<file path="config.mk">
export PLATFORM = sky130hd
export DESIGN_NAME = lsuam_decode
export DESIGN_NICKNAME = d
export VERILOG_FILES = /design/src/load_store_unit_acc_mar_core_defines.svh /design/src/lsuam_pkg.sv /design/src/lsuam_decode.sv
export SDC_FILE = /design/constraint.sdc
export NUM_CORES = 1
export LEC_CHECK = 0
export BUFFER_PORTS_ARGS = -buffer_cell sky130_fd_sc_hd__buf_2
export CORE_UTILIZATION = 25
export DETAILED_ROUTE_END_ITERATION = 6
export PLACE_DENSITY = 0.81
export SYNTH_ARGS = -nofsm -noshare
export SYNTH_HDL_FRONTEND = slang
export SYNTH_SLANG_ARGS = --single-unit
</file>
<file path="constraint.sdc">
create_clock -name vclk -period 1.2
set_clock_uncertainty 0.1 [all_clocks]
set_input_delay 0.18 -clock vclk [all_inputs]
set_output_delay 0.18 -clock vclk [all_outputs]
set_load 0.03 [all_outputs]
</file>
<file path="src/load_store_unit_acc_mar_core_defines.svh">
// Assertion macros for the load/store unit core.
// Included by the RTL files that carry concurrent checks; no other dependencies.
`ifndef LOAD_STORE_UNIT_ACC_MAR_CORE_DEFINES_SVH
`define LOAD_STORE_UNIT_ACC_MAR_CORE_DEFINES_SVH

// Same-cycle implication, disabled while reset is high.
`define LSUAM_ASSERT_IMP(lbl, clk, rst, ante, cons, msg) \
   lbl: assert property (@(posedge clk) disable iff (rst) (ante) |-> (cons)) \
      else $error(msg);

// Next-cycle implication, disabled while reset is high.
`define LSUAM_ASSERT_NXT(lbl, clk, rst, ante, cons, msg) \
   lbl: assert property (@(posedge clk) disable iff (rst) (ante) |=> (cons)) \
      else $error(msg);

`endif

</file>
<file path="src/lsuam_pkg.sv">
// Shared types and constants for the load/store unit core.
// No dependencies; imported by the decoder and the top level.
`default_nettype none

package lsuam_pkg;

   // Opcode bit positions
   localparam int unsigned LOAD_BIT = 3;
   localparam int unsigned MAR_BIT  = 2;

   // Instruction lengths in bytes
   localparam logic [1:0] LEN_PRELOAD = 2'd0;
   localparam logic [1:0] LEN_SHORT   = 2'd1;
   localparam logic [1:0] LEN_ACC_IMM = 2'd2;
   localparam logic [1:0] LEN_LONG    = 2'd3;

   typedef enum logic [1:0] {
      MODE_DIRECT    = 2'd0,
      MODE_IMMEDIATE = 2'd1,
      MODE_INDIRECT  = 2'd2,
      MODE_UNUSED    = 2'd3
   } lsuam_mode_type;

   // Decoded control for one request
   typedef struct packed {
      logic        read_byte;
      logic        read_pair;
      logic        write_byte;
      logic        write_pair;
      logic        acc_imm;
      logic        mar_imm;
      logic        invalid;
      logic [1:0]  bytes_used;
      logic [15:0] addr;
      logic [7:0]  wbyte;
   } lsuam_ctl_type;

endpackage

`default_nettype wire

</file>
<file path="src/lsuam_decode.sv">
// Instruction decoder: turns one request into memory and register controls.
// Depends on lsuam_pkg.
`default_nettype none

module lsuam_decode
   import lsuam_pkg::*;
(
   input  wire logic          func,
   input  wire logic [7:0]    opcode_byte,
   input  wire logic [15:0]   following_bytes,
   input  wire logic [15:0]   load_address,
   input  wire logic [7:0]    load_data,
   input  wire logic [7:0]    acc,
   input  wire logic [15:0]   mar,
   output lsuam_ctl_type      ctl
);

   logic           is_load;
   logic           is_mar;
   lsuam_mode_type mode;

   assign is_load = opcode_byte[LOAD_BIT];
   assign is_mar  = opcode_byte[MAR_BIT];
   assign mode    = lsuam_mode_type'(opcode_byte[1:0]);

   always_comb begin
      ctl = '0;
      if (func) begin
         ctl.write_byte = 1'b1;
         ctl.addr       = load_address;
         ctl.wbyte      = load_data;
         ctl.bytes_used = LEN_PRELOAD;
      end else begin
         case (mode)
            MODE_DIRECT, MODE_INDIRECT: begin
               ctl.addr       = (mode == MODE_DIRECT) ? following_bytes : mar;
               ctl.bytes_used = (mode == MODE_DIRECT) ? LEN_LONG : LEN_SHORT;
               ctl.wbyte      = acc;
               ctl.read_pair  = is_mar && is_load;
               ctl.write_pair = is_mar && !is_load;
               ctl.read_byte  = !is_mar && is_load;
               ctl.write_byte = !is_mar && !is_load;
            end
            MODE_IMMEDIATE: begin
               if (!is_load) begin
                  // store to a constant is not an instruction
                  ctl.invalid    = 1'b1;
                  ctl.bytes_used = LEN_SHORT;
               end else if (is_mar) begin
                  ctl.mar_imm    = 1'b1;
                  ctl.bytes_used = LEN_LONG;
               end else begin
                  ctl.acc_imm    = 1'b1;
                  ctl.bytes_used = LEN_ACC_IMM;
               end
            end
            default: begin
               ctl.invalid    = 1'b1;
               ctl.bytes_used = LEN_SHORT;
            end
         endcase
      end
   end

endmodule

`default_nettype wire

</file>
; After elaboration in Yosys (flattened, before gate mapping)
; Index checks and enable logic that the tools add are counted.
; Widths: inputs -> output; s select.
[totals]
reg_bits = 0
input_bits = 73
output_inout_bits = 33
word_cells = 27
[classes]
eq_ne = 2
n_mux = 17
n_reduce_logical = 8
[op_table]
columns = cell, count
row1 = $mux 26, 1
row2 = $mux 24, 1
row3 = $mux 16, 1
row4 = $mux 2, 5
row5 = $mux 4, 2
row6 = $mux 1, 5
row7 = $logic_and 1x1->1, 4
row8 = $pmux 2 s2, 1
row9 = $eq 2x1->1 const B, 1
row10 = $eq 2x2->1 const B, 1
row11 = $logic_not 1->1, 2
row12 = $logic_not 2->1, 1
row13 = $pmux 1 s2, 1
row14 = $reduce_or 2->1, 1

; Depth between registers and ports, before layout
; Gate-level depths: netlist of the first run.
[depth]
depth_word = 4
depth_mapped = 5
mapped_depth_nobuf = 2

; Worst setup path before layout of the first run
; No wires, ideal clock.
[synth_path]
kind = input-to-output
start = in opcode_byte[0]
end = out ctl[10] (netlist bit)
t_arrival_ns = 1.346
t_required_ns = 0.920
setup_slack_ns = -0.426
stages = 4
path_buffers = 2
cell_sequence = buf_6 -> or2_1 -> buf_6 -> o21ai_0
[synth_rtl]
columns = item, line
row1 = start: declaration, lsuam_decode.sv:9  ; input wire logic [7:0] opcode_byte,
row2 = end: declaration, lsuam_decode.sv:15  ; output lsuam_ctl_type ctl

==> results of run 1 <==
what timing repair did:
action                     4_1_cts  5_1_grt
resized for setup               85       23
hold buffers                     0        0
setup endpoints to repair       33       33
gates cloned                     1        1
pin swaps                        7       10
setup buffers                    2        0
worst paths after layout:
| kind | slack (ps) | cells after the start | to | startpoint |
|---|---|---|---|---|
| setup / recovery | -120 | 5 | ctl[13] | opcode_byte[0] |
| hold / removal | 570 | 4 | ctl[9] | load_address[1] |
routing by layer:
metal / track usage / vias to the layer above / wire (um)
li1: - / 525 / -
met3: 0.05864 / 20 / 470
met4: 0.07619 / 0 / 158
met1: 0.3352 / 526 / 1606
met2: 0.6081 / 93 / 2187
met5: 0 / - / 0
power groups by stage:
stage | Sequential [mW] | Combinational, mW | Clock, mW
2_1_floorplan | 0 | 0.381 | 0
3_3_place_gp | 0 | 0.610 | 0
3_5_place_dp | 0 | 0.628 | 0
4_1_cts | 0 | 0.789 | 0
5_1_grt | 0 | 0.898 | 0
6_report | 0 | 0.866 | 0
synth_stat cells:
library cell	number
a211oi_1	1
a22o_1	8
and3_1	2
buf_1	1
buf_12	1
buf_2	4
buf_6	2
inv_1	2
mux2i_1	16
nand2_1	16
nand3_1	1
nand3b_1	1
nor2_2	1
nor3_1	2
nor3_2	1
o211a_1	1
o21a_1	1
o21ai_0	7
o21ai_2	9
o31ai_1	1
or2_1	1
cell type report:
| type | count | area [um2] |
|---|---|---|
| timing repair buffer | 122 | 1025 |
| tap | 27 | 33.78 |
| fill | 90 | 261.5 |
| inverter | 2 | 10.01 |
| multi-input combinational | 69 | 711.9 |
cell families (layout without fill, tap and decap cells):
kind of cell    Yosys count  in the layout  synth area share
compound gates           28             28            0.3811
simple gates             25             25            0.2071
buf+inv                  10            124            0.1300
mux                      16             16            0.2819
==> results by group, run 1 <==
Routing
  • Vias/cell: 5.291
  • Final WL: 4.423 mm
  • Drt first-iter violations: 31
  • Drt drc: 0
  • First-pass DRT Iterations: 4
  • Routed Antenna Nets: 0
  • Via count: 1164
  • Routed len/inst: 20.10 um

Placed design
  • Placed cells: 216
  • Port Buffers: between 100 and 150
  • Setup Slack @ Placement: -177.5 ps
  • Gp weighted congestion: around 0.69
  • Cell Area, Placed: 1344 um2
  • Placed wire-length estimate: 2.367 mm

Pwr
  • Pint: about 0.42 mW
  • Clock power frac: 0
  • Pwr dens: 486.7 nW/um2
  • Reg power frac: 0
  • Switching part of the total power: 0.5099
  • Final Power: 0.8665 mW
  • VDD IR max: about 340 uV
  • Leakage power: between 0.8 and 0.9 nW
  • Sw Pwr: about 0.44 mW
  • Logic pwr share: 1.000

Synth
  • Syn nets: approximately 150
  • Yosys cell types: 21
  • Register area share after synthesis: 0
  • Share of the synthesized area in the top cell type: 0.2819
  • Synth area leader: mux2i_1
  • Post-Syn Area: roughly 570 um2
  • Mapped Cells: 79
  • Syn Area/Cell: 7.190 um2
  • Top post-synthesis cells by area: mux2i_1 (28%), o21ai_2 (14%), a22o_1 (12%)
  • Yosys warnings: 0

Timing
  • Min Clock Period, post-route: approximately 1300 ps
  • TNS Setup: -2239 ps
  • Min Hold Slack: around 570 ps
  • Final setup viols: 32
  • Unrepaired setup endpoints after global routing: yes
  • Fmax: roughly 760 MHz
  • Final period utilization: 1.103
  • Final Hold Viols: 0
  • Final Max Tran Viols: 0
  • Setup ws final: -124.2 ps
  • Least-Margin Pin Slew: a little over 300 ps
  • Slew Limit Headroom: 0.7940

Critical path
  • Crit. End Element: output port
  • Most used cell, CP: buf_6
  • WP data arrival: 1040 ps
  • Max incr delay on CP: 290 ps
  • Critical path's slowest cell: or2_4
  • CP Launch Type: input port
  • Worst EP required: 920 ps
  • CP delay by family, top: buffers and inverters
  • Crit path cell chain: buf_6 > or2_4 > buf_8 > o21ai_4 > buf_6
  • Crit path buf inv count: 3
  • Critical Path Fanout Max: 7
  • Kind of critical path: input port to output port

Global routing
  • Number of global-route vias before repair: roughly 1200
  • GRT overflow: 0
  • GRT Resource Usage Total: 0.3115
  • First-pass GRT wire length: 5.871 mm
  • Initial antenna violation count: 0
  • Largest net degree at the start of global routing: 11

Die
  • Core box area: between 2000 and 2500 um2
  • FP Rows: 16
  • Die height: between 40 and 50 um
  • Initial Utilization: 0.2782
  • # IOs: about 110
  • Chip Width: between 40 and 50 um
  • DIE AREA: 2467 um2

Cells and area
  • Most common cell after layout, fill and taps aside: buf_2
  • Share of the core filled with cells: 0.8719
  • Clock buffer count: 0
  • Synth-to-Final Area Change: 213.4%
  • Seq_cells: 0
  • Layout cells sized above 1: 0.8342
  • Final net count: 268
  • FF+latch area: 0 um2
  • Diodes inserted: 0
  • Design Area, Final: 1780 um2
  • Most frequent cells in the layout: buf_2 (66), buf_6 (39), nand2_1 (14), o21ai_4 (11), mux2i_2 (9)
  • Final Instance Count excl. Fillers: 220

Status
  • Failing checks: setup timing
  • Outcome: finished with violations

Min path
  • Worst Hold Class: input port to output port

Run
  • Max-cap viol count: 0
(Power assumes the default switching activity.)
==> run 2: changes to the inputs <==
PLACE_DENSITY = 0.82   (was 0.81)
==> run 2 against run 1 <==
Compared with the run above:
- the run still ends with setup timing left
- largest cell class unchanged
- via count is 7.2% higher
- critical path type unchanged
- worst hold slack better by 34 ps
- fmax is 4.7% lower
- clock-buffer cell count stayed put
- sequential cell count stayed put
==> results by group, run 2 (synthesized netlist as in run 1, its figures left out) <==
Status
  • Outcome: finished with violations
  • Failing checks: setup timing

Critical path
  • CP Launch Type: input port
  • Crit. End Element: output port
  • WP data arrival: 1110 ps
  • Crit path cell chain: buf_4 > buf_12 > mux2i_1 > o21ai_4 > buf_6
  • Worst EP required: between 900 and 1000 ps
  • Critical path's slowest cell: mux2i_1
  • Critical Path Fanout Max: 10
  • Crit path buf inv count: 3
  • Max incr delay on CP: roughly 380 ps
  • Kind of critical path: input port to output port
  • CP delay by family, top: buffers and inverters

Cells and area
  • Seq_cells: 0
  • # fillers: 90
  • Most common cell after layout, fill and taps aside: buf_2
  • Diodes inserted: 0
  • Design Area, Final: 1831 um2
  • Share of the core filled with cells: 0.8964
  • Final net count: roughly 260
  • Synth-to-Final Area Change: 222.2%
  • Layout cells sized above 1: 0.8449
  • Multi-input logic area: 857.1 um2
  • Most frequent cells in the layout: buf_2 (67), buf_6 (33), nand2_1 (16), o21ai_4 (16), mux2i_4 (10)
  • Clock buffer count: 0
  • FF+latch area: 0 um2

Timing
  • Setup ws final: -189.8 ps
  • Final Hold Viols: 0
  • Final setup viols: 33
  • Final Max Tran Viols: 0
  • Least-Margin Pin Slew: 366.9 ps
  • Slew Limit Headroom: 0.7484
  • Unrepaired setup endpoints after global routing: yes
  • Final period utilization: 1.158
  • Min Clock Period, post-route: approximately 1400 ps
  • Fmax: 719.6 MHz

Global routing
  • First-pass GRT wire length: 5.395 mm
  • GRT Resource Usage Total: 0.2872
  • Largest net degree at the start of global routing: 16
  • Initial antenna violation count: 0
  • GRT overflow: 0
  • Number of global-route vias before repair: about 1200

Routing
  • Drt drc: 0
  • Via count: between 1000 and 1500
  • Routed Antenna Nets: 0
  • Vias/cell: just under 6
  • Routed len/inst: 22.56 um
  • Final WL: 4.828 mm
  • First-pass DRT Iterations: 4
  • Drt first-iter violations: 47

Die
  • # IOs: around 110
  • Core box area: 2042 um2
  • Chip Width: 49.67 um
  • DIE AREA: ~2500 um2
  • Initial Utilization: 0.2782
  • FP Rows: 16
  • Die height: 49.67 um

Pwr
  • VDD IR max: 361.1 uV
  • Pwr dens: 499.6 nW/um2
  • Leakage power: 0.8515 nW

Min path
  • Worst Hold Class: input port to output port

Run
  • Max-cap viol count: 0

Clocking
  • Hold_buf cts: 0
  • Postcts setup bufs: 0

Placed design
  • Port Buffers: between 100 and 150
  • Gp weighted congestion: roughly 0.66
  • Placed wire-length estimate: 2.097 mm
  • Cell Area, Placed: 1286 um2
-- run 2: timing repair --
action,4_1_cts,5_1_grt
resized for setup,68,49
gates cloned,3,1
pin swaps,5,9
endpoints found under the setup margin,30,32
-- run 2: metrics by stage --
stage                     total power [mW]  hold WS (ps)  worst slack [ps]  cells  TNS [ps]
after floorplan                     0.3808         304.7            -175.7     79     -1957
after global placement              0.5907         611.1            -133.6    210     -2944
after detailed placement            0.6048         620.3            -160.7    210     -3502
after CTS                           0.7436         570.9            -101.1    213     -1543
after global routing                0.9408         611.0            -204.3    214     -3040
final                               0.9145         600.2            -189.8    214     -2516
-- run 2: worst min-delay path: cells and delay by family --
kind / cells / cell delay [ps]
AO/OA/AOI/OAI: 1 / 60
buffers and inverters: 2 / 200
AND/OR/NAND/NOR: 1 / 80
-- run 2: worst paths after layout --
check / start / to / slack [ps] / depth (start not counted)
setup / recovery: opcode_byte[1] / ctl[22] / -190 / 5
hold / removal: load_address[3] / ctl[11] / 600 / 4
-- run 2: layout make-up --
type                            count  area share
Timing Repair Buffer              116      0.5079
Multi-Input combinational cell     69      0.4682
Tap cell                           27     0.01846
Inverter                            2    0.005468
-- run 2: metal layers --
layer,vias to the layer above,part of all wire,GRT usage
li1,510,-,-
met1,565,0.35,0.2907
met2,133,0.49,0.5495
met3,40,0.085,0.04938
met4,0,0.085,0.1476
met5,-,0,0
-- run 2: power by group --
group | switching (mW) | leakage (nW) | internal [mW] | total (mW)
clock | 0 | 0 | 0 | 0
sequential | 0 | 0 | 0 | 0
combinational | 0.480 | 0.851 | 0.434 | 0.914
